[config.mk]
export PLATFORM = sky130hd
export DESIGN_NAME = cursor_sequence_list_unit
export DESIGN_NICKNAME = d
export VERILOG_FILES = /design/src/hw/rtl/csl_pkg.sv /design/src/hw/rtl/csl_ram.sv /design/src/hw/rtl/csl_ctrl.sv /design/src/hw/rtl/cursor_sequence_list_unit.sv
export SDC_FILE = /design/constraint.sdc
export NUM_CORES = 2
export LEC_CHECK = 0
export BUFFER_PORTS_ARGS = -buffer_cell sky130_fd_sc_hd__buf_2
export CAP_MARGIN = 30
export CELL_PAD_IN_SITES_DETAIL_PLACEMENT = 1
export CELL_PAD_IN_SITES_GLOBAL_PLACEMENT = 2
export CORE_MARGIN = 10
export CORE_UTILIZATION = 36
export CTS_CLUSTER_DIAMETER = 50
export DETAILED_ROUTE_END_ITERATION = 10
export GPL_ROUTABILITY_DRIVEN = 0
export PLACE_DENSITY_LB_ADDON = 0.1
export SKIP_CTS_REPAIR_TIMING = 1
export SYNTH_ARGS = -nofsm -noshare
export SYNTH_HDL_FRONTEND = slang
export SYNTH_SLANG_ARGS = --single-unit
[constraint.sdc]
create_clock -name clk -period 6.5 [get_ports clk]
set_input_delay 0.975 -clock clk [delete_from_list [all_inputs] [get_ports clk]]
set_output_delay 0.975 -clock clk [all_outputs]
set_load 0.05 [all_outputs]
[src/hw/rtl/csl_pkg.sv]
package csl_pkg;

	// Default sizing of the list
	localparam int CAPACITY   = 32;
	localparam int DATA_WIDTH = 32;

	// Fixed field widths on the ports
	localparam int ENTRY_W = 32;
	localparam int COUNT_W = 6;
	localparam int MODE_W  = 3;
	localparam int STAT_W  = 2;

	// Command codes
	localparam logic [MODE_W-1:0] MODE_START   = 3'd0;
	localparam logic [MODE_W-1:0] MODE_ADVANCE = 3'd1;
	localparam logic [MODE_W-1:0] MODE_INSERT  = 3'd2;
	localparam logic [MODE_W-1:0] MODE_ATTACH  = 3'd3;
	localparam logic [MODE_W-1:0] MODE_REMOVE  = 3'd4;
	localparam logic [MODE_W-1:0] MODE_READ    = 3'd5;

	// Status codes
	localparam logic [STAT_W-1:0] STAT_OK     = 2'd0;
	localparam logic [STAT_W-1:0] STAT_FULL   = 2'd1;
	localparam logic [STAT_W-1:0] STAT_NOITEM = 2'd2;

	typedef struct packed {
		logic [MODE_W-1:0]  mode;
		logic [ENTRY_W-1:0] entry_value;
	} req_t;

	typedef struct packed {
		logic [ENTRY_W-1:0] current_value;
		logic               has_current;
		logic [COUNT_W-1:0] item_count;
		logic [STAT_W-1:0]  status;
	} rsp_t;

endpackage

[src/hw/rtl/csl_ram.sv]
module csl_ram #(
	parameter int WIDTH = 32,
	parameter int DEPTH = 32
) (
	input  logic                     clk,
	input  logic                     we,
	input  logic [$clog2(DEPTH)-1:0] waddr,
	input  logic [WIDTH-1:0]         wdata,
	input  logic                     re,
	input  logic [$clog2(DEPTH)-1:0] raddr,
	output logic [WIDTH-1:0]         rdata
);

	logic [WIDTH-1:0] mem [DEPTH];

	// Write port
	always_ff @(posedge clk) begin
		if (we) begin
			mem[waddr] <= wdata;
		end
	end

	// Registered read port, hold data between reads
	always_ff @(posedge clk) begin
		if (re) begin
			rdata <= mem[raddr];
		end
	end

endmodule

[src/hw/rtl/csl_ctrl.sv]
module csl_ctrl #(
	parameter int CAPACITY   = csl_pkg::CAPACITY,
	parameter int DATA_WIDTH = csl_pkg::DATA_WIDTH
) (
	input  logic                        clk,
	input  logic                        arst_n,
	input  logic                        req_valid,
	output logic                        req_ready,
	input  csl_pkg::req_t               req,
	output logic                        ram_we,
	output logic [$clog2(CAPACITY)-1:0] ram_waddr,
	output logic [DATA_WIDTH-1:0]       ram_wdata,
	output logic                        ram_re,
	output logic [$clog2(CAPACITY)-1:0] ram_raddr,
	input  logic [DATA_WIDTH-1:0]       ram_rdata,
	input  logic                        slot_free,
	output logic                        res_push,
	output csl_pkg::rsp_t               res
);

	localparam int AW = $clog2(CAPACITY);
	localparam int CW = $clog2(CAPACITY + 1);

	typedef enum logic [5:0] {
		S_IDLE  = 6'b000001,
		S_SHIFT = 6'b000010,
		S_FILL  = 6'b000100,
		S_LOOK  = 6'b001000,
		S_WAIT  = 6'b010000,
		S_DONE  = 6'b100000
	} state_t;

	state_t                     state_q;
	logic [CW-1:0]              count_q;
	logic [CW-1:0]              cursor_q;
	logic [CW-1:0]              rd_ptr_q;
	logic [CW-1:0]              rem_q;
	logic                       down_q;
	logic                       is_ins_q;
	logic [csl_pkg::STAT_W-1:0] status_q;
	logic [DATA_WIDTH-1:0]      val_q;
	logic [DATA_WIDTH-1:0]      cur_val_q;
	logic                       pend_s1;
	logic [AW-1:0]              waddr_s1;

	logic                  has_item;
	logic                  full;
	logic                  accept;
	logic [63:0]           entry_ext;
	logic [DATA_WIDTH-1:0] entry_masked;
	logic [CW-1:0]         ins_pos;
	logic [CW-1:0]         rd_next;
	logic [CW-1:0]         wr_next;
	logic [63:0]           cur_ext;
	logic [15:0]           count_ext;

	assign has_item     = cursor_q < count_q;
	assign full         = count_q == CW'(CAPACITY);
	assign req_ready    = state_q == S_IDLE;
	assign accept       = req_valid && req_ready;
	assign entry_ext    = 64'(req.entry_value);
	assign entry_masked = entry_ext[DATA_WIDTH-1:0];

	// Slot that the new item lands in
	always_comb begin
		if (req.mode == csl_pkg::MODE_INSERT) begin
			ins_pos = has_item ? cursor_q : '0;
		end else begin
			ins_pos = has_item ? cursor_q + CW'(1) : count_q;
		end
	end

	// Step the shift pointer; the write lands one slot away from the read
	assign rd_next = down_q ? rd_ptr_q - CW'(1) : rd_ptr_q + CW'(1);
	assign wr_next = down_q ? rd_ptr_q + CW'(1) : rd_ptr_q - CW'(1);

	// Drive the memory ports
	always_comb begin
		ram_re    = 1'b0;
		ram_raddr = rd_ptr_q[AW-1:0];
		ram_we    = 1'b0;
		ram_waddr = waddr_s1;
		ram_wdata = ram_rdata;
		if (state_q == S_SHIFT) begin
			ram_re = rem_q != '0;
			ram_we = pend_s1;
		end else if (state_q == S_FILL) begin
			ram_we    = 1'b1;
			ram_waddr = cursor_q[AW-1:0];
			ram_wdata = val_q;
		end else if (state_q == S_LOOK) begin
			ram_re    = has_item;
			ram_raddr = cursor_q[AW-1:0];
		end
	end

	// Track a read in flight during the shift
	always_ff @(posedge clk or negedge arst_n) begin
		if (!arst_n) begin
			pend_s1 <= 1'b0;
		end else begin
			pend_s1 <= (state_q == S_SHIFT) && (rem_q != '0);
		end
	end

	always_ff @(posedge clk) begin
		waddr_s1 <= wr_next[AW-1:0];
	end

	// Command sequencer
	always_ff @(posedge clk or negedge arst_n) begin
		if (!arst_n) begin
			state_q  <= S_IDLE;
			count_q  <= '0;
			cursor_q <= '0;
			rd_ptr_q <= '0;
			rem_q    <= '0;
			down_q   <= 1'b0;
			is_ins_q <= 1'b0;
			status_q <= csl_pkg::STAT_OK;
		end else begin
			case (state_q)
				S_IDLE: begin
					if (accept) begin
						status_q <= csl_pkg::STAT_OK;
						state_q  <= S_LOOK;
						case (req.mode)
							csl_pkg::MODE_START: begin
								cursor_q <= '0;
							end
							csl_pkg::MODE_ADVANCE: begin
								if (has_item) begin
									cursor_q <= cursor_q + CW'(1);
								end else begin
									status_q <= csl_pkg::STAT_NOITEM;
								end
							end
							csl_pkg::MODE_INSERT, csl_pkg::MODE_ATTACH: begin
								if (full) begin
									status_q <= csl_pkg::STAT_FULL;
								end else begin
									cursor_q <= ins_pos;
									rd_ptr_q <= count_q - CW'(1);
									rem_q    <= count_q - ins_pos;
									down_q   <= 1'b1;
									is_ins_q <= 1'b1;
									state_q  <= S_SHIFT;
								end
							end
							csl_pkg::MODE_REMOVE: begin
								if (has_item) begin
									rd_ptr_q <= cursor_q + CW'(1);
									rem_q    <= count_q - cursor_q - CW'(1);
									down_q   <= 1'b0;
									is_ins_q <= 1'b0;
									state_q  <= S_SHIFT;
								end else begin
									status_q <= csl_pkg::STAT_NOITEM;
								end
							end
							csl_pkg::MODE_READ: begin
								if (!has_item) begin
									status_q <= csl_pkg::STAT_NOITEM;
								end
							end
							default: begin
							end
						endcase
					end
				end
				S_SHIFT: begin
					if (rem_q != '0) begin
						rd_ptr_q <= rd_next;
						rem_q    <= rem_q - CW'(1);
					end else if (!pend_s1) begin
						if (is_ins_q) begin
							state_q <= S_FILL;
						end else begin
							count_q <= count_q - CW'(1);
							state_q <= S_LOOK;
						end
					end
				end
				S_FILL: begin
					count_q <= count_q + CW'(1);
					state_q <= S_DONE;
				end
				S_LOOK: begin
					state_q <= has_item ? S_WAIT : S_DONE;
				end
				S_WAIT: begin
					state_q <= S_DONE;
				end
				S_DONE: begin
					if (slot_free) begin
						state_q <= S_IDLE;
					end
				end
				default: begin
					state_q <= S_IDLE;
				end
			endcase
		end
	end

	// Hold the new data word and the value reported as current
	always_ff @(posedge clk) begin
		if (accept) begin
			val_q <= entry_masked;
		end
		if (state_q == S_FILL) begin
			cur_val_q <= val_q;
		end else if (state_q == S_WAIT) begin
			cur_val_q <= ram_rdata;
		end else if (state_q == S_LOOK && !has_item) begin
			cur_val_q <= '0;
		end
	end

	// Build the result
	assign cur_ext  = 64'(cur_val_q);
	assign count_ext = 16'(count_q);
	assign res_push = (state_q == S_DONE) && slot_free;

	always_comb begin
		res.current_value = cur_ext[csl_pkg::ENTRY_W-1:0];
		res.has_current   = has_item;
		res.item_count    = count_ext[csl_pkg::COUNT_W-1:0];
		res.status        = status_q;
	end

endmodule

[src/hw/rtl/cursor_sequence_list_unit.sv]
// Ordered list of up to CAPACITY data words with a cursor, held in a 1R1W
// RAM. One request is worked on at a time; the next is taken while the last
// result still waits in the output register. Start, advance, read and the
// unused modes move no entries. Insert and attach move (count - slot)
// entries and remove moves (count - cursor - 1), one entry per cycle while
// the gap is opened or closed; rejected commands move none. A full
// output register holds the sequencer until the result is taken. No clearing
// pass runs after reset; entries are read only once written.
module cursor_sequence_list_unit #(
	parameter int CAPACITY   = csl_pkg::CAPACITY,
	parameter int DATA_WIDTH = csl_pkg::DATA_WIDTH
) (
	input  logic          clk,
	input  logic          arst_n,
	input  logic          req_valid,
	output logic          req_ready,
	input  csl_pkg::req_t req,
	output logic          rsp_valid,
	input  logic          rsp_ready,
	output csl_pkg::rsp_t rsp
);

	localparam int AW = $clog2(CAPACITY);

	logic                  ram_we;
	logic [AW-1:0]         ram_waddr;
	logic [DATA_WIDTH-1:0] ram_wdata;
	logic                  ram_re;
	logic [AW-1:0]         ram_raddr;
	logic [DATA_WIDTH-1:0] ram_rdata;
	logic                  slot_free;
	logic                  res_push;
	csl_pkg::rsp_t         res;
	logic                  rsp_valid_q;
	csl_pkg::rsp_t         rsp_q;

	csl_ram #(
		.WIDTH(DATA_WIDTH),
		.DEPTH(CAPACITY)
	) u_ram (
		.clk  (clk),
		.we   (ram_we),
		.waddr(ram_waddr),
		.wdata(ram_wdata),
		.re   (ram_re),
		.raddr(ram_raddr),
		.rdata(ram_rdata)
	);

	csl_ctrl #(
		.CAPACITY  (CAPACITY),
		.DATA_WIDTH(DATA_WIDTH)
	) u_ctrl (
		.clk      (clk),
		.arst_n   (arst_n),
		.req_valid(req_valid),
		.req_ready(req_ready),
		.req      (req),
		.ram_we   (ram_we),
		.ram_waddr(ram_waddr),
		.ram_wdata(ram_wdata),
		.ram_re   (ram_re),
		.ram_raddr(ram_raddr),
		.ram_rdata(ram_rdata),
		.slot_free(slot_free),
		.res_push (res_push),
		.res      (res)
	);

	// Output register: load when empty or being drained
	assign slot_free = !rsp_valid_q || rsp_ready;

	always_ff @(posedge clk or negedge arst_n) begin
		if (!arst_n) begin
			rsp_valid_q <= 1'b0;
		end else if (slot_free) begin
			rsp_valid_q <= res_push;
		end
	end

	always_ff @(posedge clk) begin
		if (res_push) begin
			rsp_q <= res;
		end
	end

	assign rsp_valid = rsp_valid_q;
	assign rsp       = rsp_q;

endmodule

### Yosys cells after proc, flatten, opt, wreduce, memory -nomap -nowiden

Memory sizes are Yosys's and may differ from the RTL's. A register that Yosys moved wholly into a read port is not among the register bits.
Cells that the tools add are included.
W data, S select, Z words.

| storage, ports and cells | value |
|---|---|
| bits in registers | 145 |
| memories | 1 |
| RAM bits | 1024 |

| operators by class | value |
|---|---|
| magnitude comparators | 1 |
| reduce and logical (&&, ||, !) cells | 23 |
| muxes and demuxes | 56 |
| add/subtract/negate cells | 9 |
| equal/unequal tests | 24 |

Memory list:

| memory | depth | width | read ports | clocked after Yosys merged registers in | wr ports | line | source |
|---|---|---|---|---|---|---|---|
| u_ram.mem | 32 | 32 | 1 | 1 | 1 | csl_ram.sv:14 | `logic [WIDTH-1:0] mem [DEPTH];` |

Operator list:

| cell | number |
|---|---|
| $mux W32 | 5 |
| $mux W6 | 21 |
| $pmux W6 S2 | 6 |
| $mux W5 | 6 |
| $pmux W6 S5 | 1 |
| $sub A6 B1 Y6 const B | 4 |
| $add A6 B1 Y6 const B | 3 |
| $pmux W6 S3 | 1 |
| $eq A6 B6 Y1 const B | 2 |
| $mux W4 | 3 |
| $ne A2 B2 Y1 const B | 6 |
| $sub A6 B6 Y6 | 2 |
| $mux W1 | 10 |
| $reduce_and A5 Y1 | 2 |
| $ne A3 B3 Y1 const B | 3 |
| $reduce_and A4 Y1 | 2 |
| $eq A3 B2 Y1 const B | 2 |
| $eq A3 B3 Y1 const B | 2 |
| $eq A6 B1 Y1 const B | 1 |
| $eq A6 B2 Y1 const B | 1 |
| $eq A6 B3 Y1 const B | 1 |
| $eq A6 B4 Y1 const B | 1 |
| $eq A6 B5 Y1 const B | 1 |
| $lt A6 B6 Y1 | 1 |
| other kinds (16) | 26 |

### Logic depth before layout (Yosys ltp)

| depth | value |
|---|---|
| depth after elaboration | 8 |
| depth in mapped cells | 18 |
| depth with buffers taken out | 17 |

### By module

Synthesis repeated with hierarchy kept, for this count alone.

| unflattened totals | value |
|---|---|
| cell total of the unflattened synthesis | 2936 |
| area total of the unflattened synthesis | 47911.0 µm² |

By module, submodules not included:

| module | area an instance (µm²) | instances | seq. area each (µm²) | cells an instance |
|---|---|---|---|---|
| csl_ram | 40812.9 | 1 | 31710.4 | 2260 |
| csl_ctrl | 5819.3 | 1 | 2849.0 | 632 |
| cursor_sequence_list_unit | 1278.7 | 1 | 1256.2 | 44 |

### Least setup slack after synthesis

Ideal clock, no wire load.

| timing | value |
|---|---|
| path kind | reg-to-reg |
| start | register u_ctrl.state_q[3] |
| end | register u_ram.rdata[0], read port of u_ram.mem (enable) |
| clock period less this slack | 4904 ps |
| cell stages (with the launch flop) | 11 |
| slack | 1596 ps |
| buffers on the path | 2 |
| arrival time | 4471 ps |
| data required time | 6067 ps |
| path through | dfrtp_1 -> nor4_1 -> nand2_1 -> inv_1 -> nand2_1 -> inv_1 -> mux2i_1 -> nand2b_1 -> clkbuf_1 -> clkbuf_1 -> o22ai_1 |

| between the ends | value |
|---|---|
| word-level cells in the longest chain between the ends | 4 |
| elaborated cells on any way between the ends | 9 |

RTL lines:

| element | line | source |
|---|---|---|
| start: declaration | csl_ctrl.sv:33 | `state_t state_q;` |
| start signal: assignment | csl_ctrl.sv:189 | `state_q <= has_item ? S_WAIT : S_DONE;` |
| $eq A6 B4 Y1 | csl_ctrl.sv:91 | `end else if (state_q == S_LOOK) begin` |
| $mux W1 | csl_ctrl.sv:91 |  |
| $mux W1 | csl_ctrl.sv:87 | `end else if (state_q == S_FILL) begin` |
| $mux W1 * | csl_ctrl.sv:84 | `if (state_q == S_SHIFT) begin` |
| net ram_re | cursor_sequence_list_unit.sv:28 | `logic ram_re;` |
| end: declaration | csl_ram.sv:11 | `output logic [WIDTH-1:0] rdata` |

Mark *: on every way through the listed nets, which the timed path passes. The rest lies on a longest branch.
A chain may end at the register's enable or synchronous reset.

### Worst setup path in the final report

| timing | value |
|---|---|
| start | register u_ctrl.cursor_q[0] |
| end | register u_ctrl.rem_q[5] |

| between the ends | value |
|---|---|
| word-level cells in the longest chain between the ends | 8 |
| elaborated cells on any way between the ends | 15 |

RTL lines:

| element | line | source |
|---|---|---|
| start: declaration | csl_ctrl.sv:35 | `logic [CW-1:0] cursor_q;` |
| start signal: assignment | csl_ctrl.sv:133 | `cursor_q <= cursor_q + CW'(1);` |
| start signal: assignment | csl_ctrl.sv:142 | `cursor_q <= ins_pos;` |
| $add A6 B1 Y6 or $lt A6 B6 Y1 (tied branches) | csl_ctrl.sv:69, csl_ctrl.sv:57 |  |
| $mux W6 (on tied branches) | csl_ctrl.sv:69, csl_ctrl.sv:67 |  |
| $mux W6 | csl_ctrl.sv:66 | `if (req.mode == csl_pkg::MODE_INSERT) begin` |
| $sub A6 B6 Y6 | csl_ctrl.sv:144 | `rem_q <= count_q - ins_pos;` |
| $mux W6 | csl_ctrl.sv:139 | `if (full) begin` |
| $pmux W6 S2 | csl_ctrl.sv:127 | `case (req.mode)` |
| $mux W6 | csl_ctrl.sv:124 | `if (accept) begin` |
| $pmux W6 S2 | csl_ctrl.sv:122 | `case (state_q)` |
| end signal: assignment | csl_ctrl.sv:144 |  |
| end signal: assignment | csl_ctrl.sv:153 | `rem_q <= count_q - cursor_q - CW'(1);` |
| end signal: assignment | csl_ctrl.sv:174 | `rem_q <= rem_q - CW'(1);` |
| end: declaration | csl_ctrl.sv:37 | `logic [CW-1:0] rem_q;` |

Several ways; a longest one is shown, not always the timed one. The select of a mux whose other input is x is not followed.

==> results.cfg <==
[sta]
max_clock_freq_ghz = 0.193
post-route-period-util_pct = 79.9
tightest_slew_ns = 0.993
slew_headroom_pct = 33.6
drv_slew = 0
fin_ws_ns = 1.31
period_minus_slack_ns = 5.19
fin_skew_ns = 0.0320
setup_tns_ns = 0
hold_viol = 0
setup_viol = 0
rsz0062_at_grt = false

[synthesis]
synth.avg_cell_area_sq_um = 13.9
synth_warnings = 0
yosysTopAreaCell = edfxtp_1
synth_top_area_share_pct = 72.8
synth_edf_count = 1161
synthCells = 3440
seq_area_frac_synth_pct = 74.8
ys_ff_latch = 1200
ys_top_cells_by_area = edfxtp_1, nand2_1, nand3_1, mux2i_1, dfrtp_1
syn_nets = 3502
synthArstFlopShare_pct = 2.83
ys_types = 78
synth.cell_area_sq_um = 47900
synth_ff_type = edfxtp_1

[placement]
dp_slack_ns = 1.39
port_buffers = 81
hpwl_microns = 100000

[detailed_routing]
viasPerCell = 5.54
finalWirelength_microns = 162000
vias = 30300
postRouteAntennaNets = 0
wl_per_cell_microns = 29.6
drc = 0
detail_route.first_pass.iterations = 5
drtIter0Drc = 2632

[cells_and_area]
fill_cells = 13300
drive_gt1_share_pct = 14.2
area_growth_pct = 17.1
nets = 3653
regArea_sq_um = 35800
multi_input_area_sq_um = 11500

[worst_setup_path]
cp-start-kind = register
cp_max_fo = 13
critPathKind = reg -> reg
r2r-start = u_ctrl.cursor_q[0]
worst-endpoint-required_ns = 7.19
crit_path_start = u_ctrl.cursor_q[0]
arrival_ns = 5.88
end_kind = register

[global_routing]
grt-ovfl-total = 0
grt_max_degree = 122
grt_usage_pct = 21.5
grt_pass1_vias = 31000
antenna_found_initial = 11
grt_pass1_wl_microns = 229000

[run_status]
status = complete, no violations

[die]
die-width_microns = 385
dieArea_sq_um = 148000
initial_core_util_pct = 36.3
io_pins = 82
num_rows = 133
die_height_microns = 385
coreArea_sq_um = 132000

[pwr]
p_sw_uw = 8810
p_int_uw = 16000
comb_power_share_pct = 28.8
clkPwrFrac_pct = 33.2
leakage_uw = 0.0189
irDropWorstVdd_mv = 0.339
p_seq_share_pct = 38.0
power.density_nw_per_um2 = 442
swShare_pct = 35.6

[clock_tree]
root_buffer = clkbuf_16
cts.clk_slew.worst_paths_ns = 0.05
htree_num_levels = 4
clock_path_buffers = 3
clock_latency_ns = 0.77
cts_tree = done
numClockSinks = 1200
cts_buffers = 149

[worst_hold_path]
hold_class = in -> async

[run]
cap_violations = 0
## flip-flops by register name, indices dropped and copies added (netlist names)
| name | count |
|---|---|
| u_ctrl.rd_ptr_q | 5 |
| u_ctrl.waddr_s1 | 5 |
| u_ram.mem | 1024 |
| u_ctrl.val_q | 32 |
| rsp_valid | 1 |
| rsp | 41 |
| u_ctrl.state_q | 6 |
| u_ctrl.cursor_q | 6 |
| u_ctrl.down_q | 1 |
| u_ram.rdata | 32 |
| u_ctrl.rem_q | 6 |
| u_ctrl.status_q | 2 |
| u_ctrl.cur_val_q | 32 |
| u_ctrl.pend_s1 | 1 |
| u_ctrl.count_q | 6 |
## worst max-delay path: stages (launching register included)
cell	delay, ns
dfrtp_1	0.63
clkinv_1	0.42
ha_1	0.34
fa_1	0.45
nor2b_1	0.14
o2111ai_1	0.14
nand2_1	0.38
inv_1	0.33
nor2_1	0.29
a22oi_1	0.15
ha_1	0.37
o21ai_0	0.20
a21oi_1	0.09
o21a_1	0.18
nor2_1	0.23
a21oi_1	0.11
or4_1	0.51
a21oi_1	0.14
## placed cells by master, fill, tap and decap left out, types with 10 or more instances in the layout
cell / count
bufinv_16: 14
buf_12: 16
o21ai_0: 32
nand4_1: 69
clkbuf_1: 25
and3_1: 43
nand2_1: 877
buf_2: 81
edfxtp_1: 1161
clkinvlp_4: 10
clkinv_2: 16
dfrtp_1: 33
mux2_2: 10
a211oi_1: 51
a32oi_1: 66
nand3_1: 274
nand2b_1: 14
o22ai_1: 18
a31oi_1: 69
a21oi_1: 58
mux2i_1: 89
ha_1: 21
nor2_1: 71
nor2_4: 39
xnor2_1: 21
buf_4: 85
inv_1: 28
a22o_1: 31
nor3_1: 17
clkinv_1: 32
nor4_2: 24
clkbuf_16: 154
## routing by layer
metal	global-route usage [%]	up-vias	part of all wire, %
li1	-	13300	-
met1	30.0	15900	45
met2	33.3	904	46
met3	5.13	230	6.9
met4	6.34	2	2.6
met5	0	-	0.0080
## power by group through the flow
stage	Clock [uW]	Combinational, uW	Sequential (uW)
2_1_floorplan	0	4370	9420
3_3_place_gp	0	7050	9570
3_5_place_dp	0	7150	9570
4_1_cts	8390	7180	9420
5_1_grt	8710	7730	9450
6_report	8220	7130	9420
## Yosys cell counts, drive strengths merged (29+ instances only)
cell,number
nand3,276
dfrtp,33
clkbuf,91
o21ai,35
a31oi,71
a21oi,61
nand4,69
nor2,110
nor4,33
a22o,31
a32oi,66
edfxtp,1161
inv,29
and3,43
a211oi,51
mux2i,89
nand2,886
buf,97
## through the flow
stage / instances / util, % / hold WS [ns] / cell area [sq um] / power [uW]
floorplan: 3440 / - / 0.400 / 47900 / 13800
detailed placement: 5193 / 38.8 / 0.406 / 51200 / 16700
finish: 5467 / 42.6 / 0.164 / 56100 / 24800
global placement: 5177 / 38.5 / 0.403 / 50800 / 16600
CTS: 5464 / 42.5 / 0.302 / 56000 / 25000
global route: 5466 / 42.5 / 0.147 / 56100 / 25900
## cell type report
type | instances | share of cell area [%]
Inverter | 32 | 0.214
Tap cell | 1755 | 3.92
Multi-Input combinational cell | 2020 | 20.6
Antenna cell | 1 | 0.00446
Timing Repair Buffer | 188 | 2.73
Clock buffer | 179 | 7.04
Clock inverter | 92 | 1.64
Sequential cell | 1200 | 63.9
## path summary, 6_finish.rpt
path / cells past startpoint / end / slack, ns
worst min register to register: 0 / rsp[15] / 0.42
max in group asynchronous: 2 / u_ctrl.state_q[0] / 6.06
min in group clk: 1 / u_ctrl.val_q[28] / 0.36
worst max register to register: 17 / u_ctrl.rem_q[5] / 1.31
worst min-delay path: 2 / u_ctrl.rd_ptr_q[1] / 0.16
worst max-delay path: 17 / u_ctrl.rem_q[5] / 1.31
## cells by family (layout without fill, tap and decap cells)
logic type,Yosys count,count (layout),share of synthesized area [%]
other,0,1,0
AND/OR/NAND/NOR,1481,1481,13.8
AO/OA/AOI/OAI,386,386,5.81
multiplexers,103,103,2.28
adder cells (fa/ha/maj),23,23,0.632
flip-flops,1200,1200,74.8
buffers and inverters,220,491,2.14
XOR/XNOR,27,27,0.494
Note: power is estimated with default switching activity, not from simulation.
